--- config.mk ---
export PLATFORM = sky130hd
export DESIGN_NAME = angle_to_packed_dms_top_flat
export DESIGN_NICKNAME = d
export VERILOG_FILES = /design/src/sv/adms_pkg.sv /design/src/sv/adms_if.sv /design/src/sv/adms_conv.sv /design/src/sv/adms_pchk.sv /design/src/sv/angle_to_packed_dms_top.sv /design/src/flat_wrapper.sv
export SDC_FILE = /design/constraint.sdc
export NUM_CORES = 2
export LEC_CHECK = 0
export BUFFER_PORTS_ARGS = -buffer_cell sky130_fd_sc_hd__buf_2
export CAP_MARGIN = 10
export CORE_UTILIZATION = 36
export CTS_BUF_LIST = sky130_fd_sc_hd__clkbuf_8
export DETAILED_ROUTE_END_ITERATION = 7
export PLACE_DENSITY = 0.6
export SLEW_MARGIN = 20
export SYNTH_ARGS = -nofsm -noshare
export SYNTH_HDL_FRONTEND = slang
export SYNTH_HIERARCHICAL = 1
export SYNTH_SLANG_ARGS = --single-unit
--- constraint.sdc ---
create_clock -name clk -period 33.5 [get_ports clk]
set_clock_uncertainty 0.1 [all_clocks]
set_input_delay 6.7 -clock clk [delete_from_list [all_inputs] [get_ports clk]]
set_output_delay 6.7 -clock clk [all_outputs]
set_load 0.1 [all_outputs]
--- src/sv/adms_pkg.sv ---
`timescale 1ns / 1ps

package adms_pkg;

  // Field widths
  localparam int ANGLE_W = 54;
  localparam int UNIT_W  = 2;
  localparam int KIND_W  = 2;
  localparam int DMS_W   = 40;
  localparam int STAT_W  = 3;

  localparam int FRAC_BITS_DEF = 24;

  // Pipeline registers between the input register and the result register
  localparam int MID_STAGES = 4;

  // Unit codes
  localparam logic [UNIT_W-1:0] UNIT_DEG = 2'd0;
  localparam logic [UNIT_W-1:0] UNIT_MIN = 2'd1;
  localparam logic [UNIT_W-1:0] UNIT_SEC = 2'd2;
  localparam logic [UNIT_W-1:0] UNIT_DMS = 2'd3;

  // Angle kinds; code three behaves as other
  localparam logic [KIND_W-1:0] KIND_LAT   = 2'd0;
  localparam logic [KIND_W-1:0] KIND_LON   = 2'd1;
  localparam logic [KIND_W-1:0] KIND_OTHER = 2'd2;

  // Status codes
  localparam logic [STAT_W-1:0] ST_OK      = 3'd0;
  localparam logic [STAT_W-1:0] ST_RANGE   = 3'd1;
  localparam logic [STAT_W-1:0] ST_NONPOS  = 3'd2;
  localparam logic [STAT_W-1:0] ST_BAD_MIN = 3'd3;
  localparam logic [STAT_W-1:0] ST_BAD_SEC = 3'd4;

  // Internal widths
  localparam int MSU_W      = 22;  // milliseconds per unit
  localparam int WHOLE_LO_W = 21;  // whole units kept; anything above is out of range
  localparam int MS_W       = WHOLE_LO_W + MSU_W + 1;
  localparam int MS31_W     = 31;  // in-range milliseconds
  localparam int LIMMS_W    = 31;
  localparam int TMQ_W      = 16;  // total minutes estimate
  localparam int TM_W       = 17;
  localparam int SS_W       = 16;
  localparam int DD_W       = 9;
  localparam int MM_W       = 6;
  localparam int PK_W       = 39;  // packed magnitude in thousandths
  localparam int WC_W       = 29;  // whole part of a packed input
  localparam int QM_W       = 10;
  localparam int WM_W       = 20;
  localparam int QK_W       = 11;
  localparam int WK_W       = 10;

  // Constants
  localparam longint MS_PER_MIN   = 60000;
  localparam longint MS_PER_SEC   = 1000;
  localparam longint SS_CARRY     = 59999;
  localparam longint MIN_PER_DEG  = 60;
  localparam longint PK_PER_DEG   = 1000000000;
  localparam longint PK_PER_MIN   = 1000000;
  localparam longint MEGA         = 1000000;
  localparam longint KILO         = 1000;
  localparam longint BAD_MIN_LIM  = 60060;
  localparam longint BAD_SEC_LIM  = 60;

  // Reciprocals for constant division (floor of 2^SH / d)
  localparam longint RECIP_MIN    = 71582;  // 1/60000
  localparam int     RECIP_MIN_SH = 32;
  localparam longint RECIP_HR     = 1092;   // 1/60
  localparam int     RECIP_HR_SH  = 16;
  localparam longint RECIP_MEGA   = 536;    // 1/1000000
  localparam int     RECIP_MEGA_SH = 29;
  localparam longint RECIP_KILO   = 1048;   // 1/1000
  localparam int     RECIP_KILO_SH = 20;

  typedef struct packed {
    logic [UNIT_W-1:0] unit;
    logic [KIND_W-1:0] kind;
    logic              neg;
  } ctl_t;

  typedef struct packed {
    logic            oor;
    logic [DD_W-1:0] dd;
    logic [MM_W-1:0] mm;
    logic [SS_W-1:0] ss;
  } conv_res_t;

  typedef struct packed {
    logic            bad;
    logic            zero;
    logic            pnz;
    logic [WM_W-1:0] wm;
    logic [QK_W-1:0] qk0;
    logic [PK_W-1:0] val;
  } pchk_res_t;

  function automatic logic [MSU_W-1:0] ms_per_unit(input logic [UNIT_W-1:0] unit);
    logic [MSU_W-1:0] k;
    unique case (unit)
      UNIT_MIN: k = MSU_W'(60000);
      UNIT_SEC: k = MSU_W'(1000);
      default:  k = MSU_W'(3600000);
    endcase
    return k;
  endfunction

  function automatic logic [LIMMS_W-1:0] lim_ms(input logic [KIND_W-1:0] kind);
    logic [LIMMS_W-1:0] l;
    unique case (kind)
      KIND_LAT: l = LIMMS_W'(324000000);
      KIND_LON: l = LIMMS_W'(648000000);
      default:  l = LIMMS_W'(1296000000);
    endcase
    return l;
  endfunction

  function automatic logic [WC_W-1:0] lim_packed(input logic [KIND_W-1:0] kind);
    logic [WC_W-1:0] l;
    unique case (kind)
      KIND_LAT: l = WC_W'(90000000);
      KIND_LON: l = WC_W'(180000000);
      default:  l = WC_W'(360000000);
    endcase
    return l;
  endfunction

endpackage

--- src/sv/adms_if.sv ---
`timescale 1ns / 1ps

interface adms_in_if;
  logic                                valid;
  logic                                ready;
  logic signed [adms_pkg::ANGLE_W-1:0] angle_value;
  logic        [adms_pkg::UNIT_W-1:0]  unit_code;
  logic        [adms_pkg::KIND_W-1:0]  angle_kind;

  modport source (output valid, angle_value, unit_code, angle_kind, input ready);
  modport sink   (input valid, angle_value, unit_code, angle_kind, output ready);
endinterface

interface adms_out_if;
  logic                              valid;
  logic                              ready;
  logic signed [adms_pkg::DMS_W-1:0] dms_value;
  logic        [adms_pkg::STAT_W-1:0] status;

  modport source (output valid, dms_value, status, input ready);
  modport sink   (input valid, dms_value, status, output ready);
endinterface

--- src/sv/adms_conv.sv ---
`timescale 1ns / 1ps

module adms_conv #(
  parameter int FRAC_BITS = adms_pkg::FRAC_BITS_DEF
) (
  input  logic                              clk,
  input  logic [adms_pkg::MID_STAGES-1:0]   en,
  input  logic [adms_pkg::ANGLE_W-1:0]      mag,
  input  adms_pkg::ctl_t                    ctl_s1,
  input  adms_pkg::ctl_t                    ctl_s2,
  output adms_pkg::conv_res_t               res
);
  import adms_pkg::*;

  localparam int WW = ANGLE_W - FRAC_BITS;
  localparam int PW = FRAC_BITS + MSU_W;
  localparam int QP_W = MS31_W + 17;
  localparam int HP_W = TM_W + 11;

  logic [WW-1:0]        whole;
  logic [FRAC_BITS-1:0] part;
  logic [MSU_W-1:0]     k;
  logic [MS_W-1:0]      whole_ms;
  logic [PW-1:0]        frac_prod;
  logic [MS_W-1:0]      ms_nxt;

  logic [MS_W-1:0]      ms_r;
  logic                 big_r;

  logic                 oor_nxt;
  logic [QP_W-1:0]      qprod;
  logic                 oor3_r;
  logic [MS31_W-1:0]    ms31_r;
  logic [TMQ_W-1:0]     q0_r;

  logic [MS31_W-1:0]    rem_full;
  logic [TM_W-1:0]      rem;
  logic                 fix_min;
  logic                 oor4_r;
  logic [TMQ_W-1:0]     tm_r;
  logic [SS_W-1:0]      ss_r;

  logic                 carry;
  logic [TM_W-1:0]      tmc;
  logic [HP_W-1:0]      hprod;
  logic [11:0]          dq;
  logic [TM_W-1:0]      mrem;
  logic                 fix_deg;
  conv_res_t            res_nxt;
  conv_res_t            res_r;

  // Stage 2: whole milliseconds, truncated
  always_comb begin
    whole     = mag[ANGLE_W-1:FRAC_BITS];
    part      = mag[FRAC_BITS-1:0];
    k         = ms_per_unit(ctl_s1.unit);
    whole_ms  = MS_W'(whole[WHOLE_LO_W-1:0]) * MS_W'(k);
    frac_prod = PW'(part) * PW'(k);
    ms_nxt    = whole_ms + MS_W'(frac_prod[PW-1:FRAC_BITS]);
  end

  always_ff @(posedge clk) begin
    if (en[0]) begin
      ms_r  <= ms_nxt;
      big_r <= |whole[WW-1:WHOLE_LO_W];
    end
  end

  // Stage 3: range check, total-minutes estimate
  // One past the limit in ms already packs above it, one below carries to it.
  always_comb begin
    oor_nxt = big_r || (ms_r > MS_W'(lim_ms(ctl_s2.kind))) ||
              (ctl_s2.kind[1] && ctl_s2.neg && (ms_r != '0));
    qprod   = QP_W'(ms_r[MS31_W-1:0]) * QP_W'(RECIP_MIN);
  end

  always_ff @(posedge clk) begin
    if (en[1]) begin
      oor3_r <= oor_nxt;
      ms31_r <= ms_r[MS31_W-1:0];
      q0_r   <= qprod[QP_W-1:RECIP_MIN_SH];
    end
  end

  // Stage 4: estimate is low by at most one
  always_comb begin
    rem_full = ms31_r - MS31_W'(q0_r) * MS31_W'(MS_PER_MIN);
    rem      = rem_full[TM_W-1:0];
    fix_min  = rem >= TM_W'(MS_PER_MIN);
  end

  always_ff @(posedge clk) begin
    if (en[2]) begin
      oor4_r <= oor3_r;
      tm_r   <= fix_min ? q0_r + TMQ_W'(1) : q0_r;
      ss_r   <= fix_min ? SS_W'(rem - TM_W'(MS_PER_MIN)) : rem[SS_W-1:0];
    end
  end

  // Stage 5: seconds carry, then minutes split into degrees and minutes
  always_comb begin
    carry   = ss_r >= SS_W'(SS_CARRY);
    tmc     = TM_W'(tm_r) + TM_W'(carry);
    hprod   = HP_W'(tmc) * HP_W'(RECIP_HR);
    dq      = hprod[HP_W-1:RECIP_HR_SH];
    mrem    = tmc - TM_W'(dq) * TM_W'(MIN_PER_DEG);
    fix_deg = mrem >= TM_W'(MIN_PER_DEG);
    res_nxt.oor = oor4_r;
    res_nxt.dd  = DD_W'(dq + 12'(fix_deg));
    res_nxt.mm  = fix_deg ? MM_W'(mrem - TM_W'(MIN_PER_DEG)) : MM_W'(mrem);
    res_nxt.ss  = carry ? '0 : ss_r;
  end

  always_ff @(posedge clk) begin
    if (en[3]) begin
      res_r <= res_nxt;
    end
  end

  assign res = res_r;

endmodule

--- src/sv/adms_pchk.sv ---
`timescale 1ns / 1ps

module adms_pchk #(
  parameter int FRAC_BITS = adms_pkg::FRAC_BITS_DEF
) (
  input  logic                              clk,
  input  logic [adms_pkg::MID_STAGES-1:0]   en,
  input  logic [adms_pkg::ANGLE_W-1:0]      mag,
  input  adms_pkg::ctl_t                    ctl_s1,
  output adms_pkg::pchk_res_t               res
);
  import adms_pkg::*;

  localparam int WW   = ANGLE_W - FRAC_BITS;
  localparam int CW   = (WW > WC_W) ? WW : WC_W;
  localparam int FP_W = FRAC_BITS + 10;
  localparam int MP_W = WC_W + QM_W;
  localparam int KP_W = WM_W + QK_W;

  logic [WW-1:0]        whole;
  logic [FRAC_BITS-1:0] part;
  logic [CW-1:0]        whole_cw;
  logic [CW-1:0]        lim_cw;
  logic [WC_W-1:0]      wc;
  logic [FP_W-1:0]      frac_prod;
  logic                 bad_nxt;

  logic                 bad2_r, zero2_r, pnz2_r;
  logic [WC_W-1:0]      wc2_r;
  logic [PK_W-1:0]      val2_r;

  logic [MP_W-1:0]      mprod;
  logic                 bad3_r, zero3_r, pnz3_r;
  logic [WC_W-1:0]      wc3_r;
  logic [QM_W-1:0]      qm3_r;
  logic [PK_W-1:0]      val3_r;

  logic [WC_W-1:0]      wm_full;
  logic [WM_W:0]        wm21;
  logic                 fix_mega;
  logic                 bad4_r, zero4_r, pnz4_r;
  logic [WM_W-1:0]      wm4_r;
  logic [PK_W-1:0]      val4_r;

  logic [KP_W-1:0]      kprod;
  pchk_res_t            res_r;

  // Stage 2: range on the exact value, thousandths truncated
  always_comb begin
    whole     = mag[ANGLE_W-1:FRAC_BITS];
    part      = mag[FRAC_BITS-1:0];
    whole_cw  = CW'(whole);
    lim_cw    = CW'(lim_packed(ctl_s1.kind));
    wc        = WC_W'(whole);
    frac_prod = FP_W'(part) * FP_W'(KILO);
    bad_nxt   = (whole_cw > lim_cw) || ((whole_cw == lim_cw) && (part != '0)) ||
                (ctl_s1.kind[1] && ctl_s1.neg && (mag != '0));
  end

  always_ff @(posedge clk) begin
    if (en[0]) begin
      bad2_r  <= bad_nxt;
      zero2_r <= mag == '0;
      pnz2_r  <= part != '0;
      wc2_r   <= wc;
      val2_r  <= PK_W'(wc) * PK_W'(KILO) + PK_W'(frac_prod[FP_W-1:FRAC_BITS]);
    end
  end

  // Stage 3: quotient estimate by 1e6
  assign mprod = MP_W'(wc2_r) * MP_W'(RECIP_MEGA);

  always_ff @(posedge clk) begin
    if (en[1]) begin
      bad3_r  <= bad2_r;
      zero3_r <= zero2_r;
      pnz3_r  <= pnz2_r;
      wc3_r   <= wc2_r;
      qm3_r   <= mprod[MP_W-1:RECIP_MEGA_SH];
      val3_r  <= val2_r;
    end
  end

  // Stage 4: whole mod 1e6
  always_comb begin
    wm_full  = wc3_r - WC_W'(qm3_r) * WC_W'(MEGA);
    wm21     = wm_full[WM_W:0];
    fix_mega = wm21 >= (WM_W+1)'(MEGA);
  end

  always_ff @(posedge clk) begin
    if (en[2]) begin
      bad4_r  <= bad3_r;
      zero4_r <= zero3_r;
      pnz4_r  <= pnz3_r;
      wm4_r   <= fix_mega ? WM_W'(wm21 - (WM_W+1)'(MEGA)) : wm21[WM_W-1:0];
      val4_r  <= val3_r;
    end
  end

  // Stage 5: quotient estimate by 1000
  assign kprod = KP_W'(wm4_r) * KP_W'(RECIP_KILO);

  always_ff @(posedge clk) begin
    if (en[3]) begin
      res_r.bad  <= bad4_r;
      res_r.zero <= zero4_r;
      res_r.pnz  <= pnz4_r;
      res_r.wm   <= wm4_r;
      res_r.qk0  <= kprod[KP_W-1:RECIP_KILO_SH];
      res_r.val  <= val4_r;
    end
  end

  assign res = res_r;

endmodule

--- src/sv/angle_to_packed_dms_top.sv ---
`timescale 1ns / 1ps

// Channel   Dir  Payload                                   Handshake
// in_chan   in   angle_value[53:0] s, unit_code, angle_kind  valid/ready
// out_chan  out  dms_value[39:0] s, status[2:0]             valid/ready
//
// One item per cycle sustained while out_chan.ready stays high; out_chan.valid
// rises once the item has passed the input register, four datapath stages
// and the result register.
// Stage depth is set by the reciprocal divides by 60000, 60, 1e6 and 1000.
// rst_n is synchronous, active low; it clears only the stage valid bits.
// Each stage loads when empty or when the stage after it moves, so bubbles
// collapse and a held result stalls the pipe only once every stage is full.

module angle_to_packed_dms_top #(
  parameter int FRAC_BITS = adms_pkg::FRAC_BITS_DEF
) (
  input logic         clk,
  input logic         rst_n,
  adms_in_if.sink     in_chan,
  adms_out_if.source  out_chan
);
  import adms_pkg::*;

  localparam int NSTAGE = MID_STAGES + 2;
  localparam int WKF_W  = WM_W;

  // Stage valid bits and per-stage load enables
  logic [NSTAGE:1] v_r;
  logic [NSTAGE:1] ld;

  // Input register
  logic [ANGLE_W-1:0] ang1_r;
  logic [UNIT_W-1:0]  unit1_r;
  logic [KIND_W-1:0]  kind1_r;
  logic [ANGLE_W-1:0] mag1;
  ctl_t               ctl1;

  // Side pipeline of control fields, stages 2..5
  ctl_t ctl_r [MID_STAGES];

  conv_res_t conv_res;
  pchk_res_t pchk_res;
  ctl_t      ctl5;

  // Result stage
  logic [PK_W-1:0]   conv_pk;
  logic [WKF_W-1:0]  wk_full;
  logic [WK_W:0]     wk11;
  logic [WK_W-1:0]   wk;
  logic [PK_W-1:0]   mag_out;
  logic [STAT_W-1:0] stat_nxt;
  logic [DMS_W-1:0]  dms_nxt;
  logic [DMS_W-1:0]  dms_r;
  logic [STAT_W-1:0] stat_r;

  // Ready chain: a stage can load if empty or if its item moves on
  always_comb begin
    ld[NSTAGE] = !v_r[NSTAGE] || out_chan.ready;
    for (int i = NSTAGE - 1; i >= 1; i--) begin
      ld[i] = !v_r[i] || ld[i+1];
    end
  end

  assign in_chan.ready = ld[1];

  always_ff @(posedge clk) begin
    if (!rst_n) begin
      v_r <= '0;
    end else begin
      if (ld[1]) begin
        v_r[1] <= in_chan.valid;
      end
      for (int i = 2; i <= NSTAGE; i++) begin
        if (ld[i]) begin
          v_r[i] <= v_r[i-1];
        end
      end
    end
  end

  // Input register
  always_ff @(posedge clk) begin
    if (ld[1]) begin
      ang1_r  <= in_chan.angle_value;
      unit1_r <= in_chan.unit_code;
      kind1_r <= in_chan.angle_kind;
    end
  end

  // Sign and magnitude; the most negative code maps to 2^53 unsigned
  always_comb begin
    ctl1.unit = unit1_r;
    ctl1.kind = kind1_r;
    ctl1.neg  = ang1_r[ANGLE_W-1];
    mag1      = ctl1.neg ? (~ang1_r + ANGLE_W'(1)) : ang1_r;
  end

  always_ff @(posedge clk) begin
    if (ld[2]) begin
      ctl_r[0] <= ctl1;
    end
    for (int i = 1; i < MID_STAGES; i++) begin
      if (ld[i+2]) begin
        ctl_r[i] <= ctl_r[i-1];
      end
    end
  end

  assign ctl5 = ctl_r[MID_STAGES-1];

  // Degree/minute/second conversion path
  adms_conv #(.FRAC_BITS(FRAC_BITS)) u_conv (
    .clk    (clk),
    .en     (ld[NSTAGE-1:2]),
    .mag    (mag1),
    .ctl_s1 (ctl1),
    .ctl_s2 (ctl_r[0]),
    .res    (conv_res)
  );

  // Packed DMS validation path
  adms_pchk #(.FRAC_BITS(FRAC_BITS)) u_pchk (
    .clk    (clk),
    .en     (ld[NSTAGE-1:2]),
    .mag    (mag1),
    .ctl_s1 (ctl1),
    .res    (pchk_res)
  );

  // Result stage: pack, seconds field of packed input, status priority
  always_comb begin
    conv_pk = PK_W'(conv_res.dd) * PK_W'(PK_PER_DEG) +
              PK_W'(conv_res.mm) * PK_W'(PK_PER_MIN) + PK_W'(conv_res.ss);

    wk_full = pchk_res.wm - WKF_W'(pchk_res.qk0) * WKF_W'(KILO);
    wk11    = wk_full[WK_W:0];
    wk      = (wk11 >= (WK_W+1)'(KILO)) ? WK_W'(wk11 - (WK_W+1)'(KILO)) : wk11[WK_W-1:0];

    if (ctl5.unit != UNIT_DMS) begin
      stat_nxt = conv_res.oor ? ST_RANGE : ST_OK;
      mag_out  = conv_pk;
    end else begin
      mag_out = pchk_res.val;
      if (pchk_res.bad) begin
        stat_nxt = ST_RANGE;
      end else if (ctl5.kind[1] && pchk_res.zero) begin
        stat_nxt = ST_NONPOS;
      end else if ((pchk_res.wm > WM_W'(BAD_MIN_LIM)) ||
                   ((pchk_res.wm == WM_W'(BAD_MIN_LIM)) && pchk_res.pnz)) begin
        stat_nxt = ST_BAD_MIN;
      end else if ((wk > WK_W'(BAD_SEC_LIM)) ||
                   ((wk == WK_W'(BAD_SEC_LIM)) && pchk_res.pnz)) begin
        stat_nxt = ST_BAD_SEC;
      end else begin
        stat_nxt = ST_OK;
      end
    end

    if (stat_nxt != ST_OK) begin
      dms_nxt = '0;
    end else if (ctl5.neg) begin
      dms_nxt = -DMS_W'(mag_out);
    end else begin
      dms_nxt = DMS_W'(mag_out);
    end
  end

  always_ff @(posedge clk) begin
    if (ld[NSTAGE]) begin
      dms_r  <= dms_nxt;
      stat_r <= stat_nxt;
    end
  end

  assign out_chan.valid     = v_r[NSTAGE];
  assign out_chan.dms_value = dms_r;
  assign out_chan.status    = stat_r;

  // Input stalls only when the whole pipe is full behind a waiting result
  a_stall_full: assert property (@(posedge clk) disable iff (!rst_n)
    !in_chan.ready |-> out_chan.valid)
    else $error("input stalled with no result waiting");

  // An accepted item occupies the input register on the next edge
  a_accept_lands: assert property (@(posedge clk) disable iff (!rst_n)
    (in_chan.valid && in_chan.ready) |=> v_r[1])
    else $error("accepted item lost at input register");

  // In-range conversions split into sane degree and minute fields
  a_conv_fields: assert property (@(posedge clk) disable iff (!rst_n)
    (v_r[NSTAGE-1] && (ctl5.unit != UNIT_DMS) && !conv_res.oor) |->
      ((conv_res.mm < MM_W'(MIN_PER_DEG)) && (conv_res.dd <= DD_W'(360))))
    else $error("conversion split out of range");

  // Any failure status carries a zero value
  a_fail_zero: assert property (@(posedge clk) disable iff (!rst_n)
    (out_chan.valid && (out_chan.status != ST_OK)) |-> (out_chan.dms_value == '0))
    else $error("nonzero value with failure status");

  // Status codes stay within the defined set
  a_status_code: assert property (@(posedge clk) disable iff (!rst_n)
    out_chan.valid |-> (out_chan.status <= ST_BAD_SEC))
    else $error("undefined status code");

endmodule

--- src/flat_wrapper.sv ---
// flat-port wrapper written by rule: the top's interface ports become plain ports
module angle_to_packed_dms_top_flat import adms_pkg::*;
#(
  parameter int FRAC_BITS = adms_pkg::FRAC_BITS_DEF
)
  (clk, rst_n, in_chan_valid, in_chan_angle_value, in_chan_unit_code, in_chan_angle_kind, in_chan_ready, out_chan_valid, out_chan_dms_value, out_chan_status, out_chan_ready);
  adms_in_if in_chan_i ();
  adms_out_if out_chan_i ();
  input logic clk;
  input logic rst_n;
  input wire logic [$bits(in_chan_i.valid)-1:0] in_chan_valid;
  input wire logic [$bits(in_chan_i.angle_value)-1:0] in_chan_angle_value;
  input wire logic [$bits(in_chan_i.unit_code)-1:0] in_chan_unit_code;
  input wire logic [$bits(in_chan_i.angle_kind)-1:0] in_chan_angle_kind;
  output wire logic [$bits(in_chan_i.ready)-1:0] in_chan_ready;
  output wire logic [$bits(out_chan_i.valid)-1:0] out_chan_valid;
  output wire logic [$bits(out_chan_i.dms_value)-1:0] out_chan_dms_value;
  output wire logic [$bits(out_chan_i.status)-1:0] out_chan_status;
  input wire logic [$bits(out_chan_i.ready)-1:0] out_chan_ready;
  assign in_chan_i.valid = in_chan_valid;
  assign in_chan_i.angle_value = in_chan_angle_value;
  assign in_chan_i.unit_code = in_chan_unit_code;
  assign in_chan_i.angle_kind = in_chan_angle_kind;
  assign in_chan_ready = in_chan_i.ready;
  assign out_chan_valid = out_chan_i.valid;
  assign out_chan_dms_value = out_chan_i.dms_value;
  assign out_chan_status = out_chan_i.status;
  assign out_chan_i.ready = out_chan_ready;
  angle_to_packed_dms_top #(.FRAC_BITS(FRAC_BITS)) u_core (.clk(clk), .rst_n(rst_n), .in_chan(in_chan_i), .out_chan(out_chan_i));
endmodule
### Yosys cells after proc, flatten, opt, wreduce, memory -nomap -nowiden

Memories as Yosys holds them, arrays and structs flattened.
Index checks and enable logic that the tools add are counted.

* add/subtract/negate cells: 17
* $mul: 14
* $lt $le $gt $ge: 9
* eq/ne operators: 8
* muxes and demuxes: 25
* bitwise logic cells: 2
* reductions and logical operators: 35

Operators with widths (count)
* $mux 39: 2
* $mul 29x7->36 const B: 2
* $pmux 31 s2: 1
* $pmux 29 s2: 1
* $add 54x1->54 const B: 1
* $logic_not 54->1: 1
* $mux 54: 1
* $not 54->54: 1
* $reduce_bool 54->1: 1
* $mul 31x16->47 const B: 1
* $mul 24x22->46: 1
* $add 43x22->44: 1
* $gt 44x31->1: 1
* $pmux 22 s2: 1
* $reduce_bool 44->1: 1
* $mul 21x22->43: 1
* $neg 39->40: 1
* $add 39x10->39: 1
* $add 39x16->39: 1
* $add 39x26->39: 1
* $sub 17x17->17: 2
* $mux 16: 2
* $mul 24x7->31 const B: 1
* $eq 30x29->1: 1
* 44 further kinds: 82

* bits in registers: 530
* memory bits (writable): 20
* input port bits: 62
* output and inout bits: 45
* logic and storage cells: 157
* memories kept: 1

Memory list
* u_core.ctl_r: words 4, width 5, rd ports 4, clocked after Yosys merged registers in 0, wr ports 4, line angle_to_packed_dms_top.sv:40 `ctl_t ctl_r [MID_STAGES];`

### Logic depth before layout (Yosys ltp)

* word-level depth: 14
* depth in mapped cells: 57
* mapped depth without buffers: 57

### Cells and area by module

The synthesis kept the hierarchy.

Modules (own cells, without submodules)
* adms_conv: times used 1, cells an instance 4053, area an instance 41187.0 µm², seq. area each 4324.1 µm²
* adms_pchk: times used 1, cells an instance 2109, area an instance 24627.4 µm², seq. area each 8378.0 µm²
* angle_to_packed_dms_top: times used 1, cells an instance 1452, area an instance 13734.4 µm², seq. area each 3663.5 µm²

### Worst setup path after synthesis

Ideal clock, no wire load.

* path type: input -> output
* start: input port out_chan_ready
* end: output port in_chan_ready
* data arrival time: 9351 ps
* slack: 17349 ps
* cell stages on the path: 4
* path through: nor2b_1 -> and3_1 -> and2_1 -> nand3_1

* word-level cells in the longest chain between the ends: 6

Ends and longest elaborated chain
* start, declared: line flat_wrapper.sv:19 `input wire logic [$bits(out_chan_i.ready)-1:0] out_chan_ready;`
* $logic_or 1x1->1: line angle_to_packed_dms_top.sv:59 `ld[NSTAGE] = !v_r[NSTAGE] || out_chan.ready;`
* $logic_or 1x1->1 (5 in a row): line angle_to_packed_dms_top.sv:61 `ld[i] = !v_r[i] || ld[i+1];`
* end, declared: line flat_wrapper.sv:15 `output wire logic [$bits(in_chan_i.ready)-1:0] in_chan_ready;`

No other way between the ends.

### Final worst setup path

* start: register u_core.ang1_r[0]
* end: register u_core.u_conv.ms_r[42] (data pin)

* word-level cells in the longest chain between the ends: 5

Ends and longest elaborated chain
* start, declared: line angle_to_packed_dms_top.sv:33 `logic [ANGLE_W-1:0] ang1_r;`
* start signal, assigned: line angle_to_packed_dms_top.sv:85 `ang1_r <= in_chan.angle_value;`
* $not 54->54: line angle_to_packed_dms_top.sv:96 `mag1 = ctl1.neg ? (~ang1_r + ANGLE_W'(1)) : ang1_r;`
* $add 54x1->54: line angle_to_packed_dms_top.sv:96
* $mux 54: line angle_to_packed_dms_top.sv:96
* named net u_core.mag1[6]: line angle_to_packed_dms_top.sv:36 `logic [ANGLE_W-1:0] mag1;`
* $mul 24x22->46: line adms_conv.sv:58 `frac_prod = PW'(part) * PW'(k);`
* $add 43x22->44: line adms_conv.sv:59 `ms_nxt = whole_ms + MS_W'(frac_prod[PW-1:FRAC_BITS]);`
* named net u_core.u_conv.ms_nxt[42]: line adms_conv.sv:25 `logic [MS_W-1:0] ms_nxt;`
* end signal, assigned: line adms_conv.sv:64 `ms_r <= ms_nxt;`
* end, declared: line adms_conv.sv:27 `logic [MS_W-1:0] ms_r;`

The timed path passes the listed nets, and every way through them passes these cells.
A chain may end at the register's enable or synchronous reset.

==> metrics.md <==
| Metric | Value |
|---|---|
| Die Y | `472 um` |
| Setup CP Type | `register to register` |
| Period utilization | `0.489` |
| Final setup violating endpoints | `0` |
| Synthesized instance count | `between 7000 and 8000` |
| Most used cell along the critical path | `fa_1` |
| Area of the mapped netlist | `0.0794 sq mm` |
| Root Driver | `clkbuf_8` |
| Most frequent cells in the layout | `inv_1, ha_1, fa_1` |
| Status | `completed` |
| Post-DP HPWL | `155000 um` |
| Worst EP arrival | `around 17000 ps` |
| Wire per inst | `about 17 um` |
| # Post-CTS Setup Buffers | `0` |
| CTS HTree Levels | `3` |
| CTS Buf Count | `96` |
| Placed cell area | `0.0837 sq mm` |
| Starting Density | `0.362` |
| Post-layout instance area | `0.0856 sq mm` |
| Startpoint Class | `register` |
| CP endpoint kind | `register` |
| Drt first pass iters | `5` |
| Mean Syn Cell Area | `approximately 10 sq um` |
| Fraction of layout cells with a size suffix above 1 | `0.0494` |
| Clock Pin Slew Worst Setup and Hold Paths | `about 60 ps` |
| CTS tree | `yes` |
| CP max stage delay | `730 ps` |
| Final hold violation count | `0` |
| FF-to-FF End | `u_core/u_conv/ms_r[42]` |
| Die Wd | `472 um` |
| Hold Path Class | `register to register` |
| Syn nets | `10100` |
| R2r setup slk | `17120 ps` |
| Final net count | `10300` |
| DRC | `0` |
| Max Slew Vio Count | `0` |
| Maxcap violations | `0` |
| Filler cells | `21500` |
| Site Rows | `about 170` |
| Routed Antenna Nets | `0` |
| Final Util | `0.390` |
| Max Fclk | `61.1 MHz` |
| Vias in the first global route | `55500` |
| WHS Endpoint | `u_core/u_pchk/val3_r[22]` |
| Hold_sp | `u_core/u_pchk/val2_r[22]` |
| Slowest CP cell | `o311ai_1` |
| First-pass GRT wire length | `295000 um` |
| CTS Buffer Depth | `3` |
| WP buf/inv | `10` |
| Core area | `around 0.22 sq mm` |
| R2R Path Start | `u_core/ang1_r[0]` |
| Worst-Skew Late Latency | `roughly 790 ps` |
| Vias | `52200` |
| Routed WL | `181000 um` |
| Vias per cell | `4.86` |
| # hold bufs at CTS | `0` |
| Die area | `0.223 sq mm` |
| WP data required | `~34000 ps` |
| Min-Delay Path Depth | `0` |
| Critical path's top delay family | `adder cells` |
| Commonest non-fill, non-tap cell in the layout | `inv_1` |
| Measured slew at the worst slew-check pin | `roughly 1000 ps` |
| Crit path max fanout | `13` |
| Relative slew slack | `0.332` |
| Post-CTS sizing | `0` |
| Area Growth Syn to Fin | `7.82%` |
| Setup TNS | `0 ps` |
| YS warnings | `6` |
| I/O Buffers | `106` |
| Clock Sinks | `544` |
| RSZ-0062 raised after global routing | `no` |
| I/O pins | `between 100 and 150` |
| Total gr overflow | `0` |
| Initial antenna violation count | `8` |
| Pin count of the biggest net entering global routing | `80` |
| Initial DRC count | `2454` |
| R2R cell count | `51` |
| GR Util All Layers | `0.165` |
| Crit path time final | `16380 ps` |
| Routability cong. | `0.884` |
state kept, by name (all words and copies together), names as in the netlist, 3 cells and up:
signal                     flops
u_core/ang1_r                 54
u_core/ctl_r                  17
u_core/out_chan.dms_value     40
u_core/out_chan.status         3
u_core/u_conv/ms31_r          17
u_core/u_conv/ms_r            44
u_core/u_conv/q0_r            16
u_core/u_conv/res             32
u_core/u_conv/ss_r            16
u_core/u_conv/tm_r            16
u_core/u_pchk/qm3_r           10
u_core/u_pchk/res             70
u_core/u_pchk/val2_r          39
u_core/u_pchk/val3_r          39
u_core/u_pchk/val4_r          39
u_core/u_pchk/wc2_r           29
u_core/u_pchk/wc3_r           21
u_core/u_pchk/wm4_r           20
u_core/v_r                     6
through the flow:
stage               cells  setup slack [ps]  hold slack (ps)
detailed placement  10500             17230              305
global placement    10500             17430              301
floorplan            7606             17350              300
global route        10700             15990              261
CTS                 10700             17090              242
finish              10700             17120              248
worst max path at each step:
stage	from	slack [ps]	cells past startpoint	endpoint
floorplan	out_chan_ready	17350	4	in_chan_ready
global placement	u_core/ang1_r[0]	17430	51	u_core/u_conv/ms_r[42]
detailed placement	u_core/ang1_r[0]	17230	51	u_core/u_conv/ms_r[42]
CTS	u_core/ang1_r[0]	17090	51	u_core/u_conv/ms_r[42]
global route	u_core/ang1_r[0]	15990	51	u_core/u_conv/ms_r[42]
finish	u_core/ang1_r[0]	17120	51	u_core/u_conv/ms_r[42]
per-layer routing:
metal / routed length (um) / part of all wire / global-route usage / vias to the layer above
li1: - / - / - / 25300
met1: 82800 / 0.46 / 0.220 / 25800
met2: 87400 / 0.48 / 0.284 / 869
met3: 6620 / 0.036 / 0.0181 / 213
met4: 4660 / 0.026 / 0.0413 / 0
met5: 0 / 0 / 0 / -
layout make-up:
cell class                 count  area [sq um]  share of cell area
sequential                   544         16300               0.190
timing repair buffer         164           981              0.0115
tap                         2871          3590              0.0419
clock buffer                  97          1340              0.0156
antenna                        4          10.0            0.000117
multi-input combinational   5143         56000               0.654
inverter                    1828          6870              0.0802
clock inverter                73           558             0.00652
Power is not shown: default switching activity piles up to over one toggle a cycle in this logic, so the estimate is an artifact.
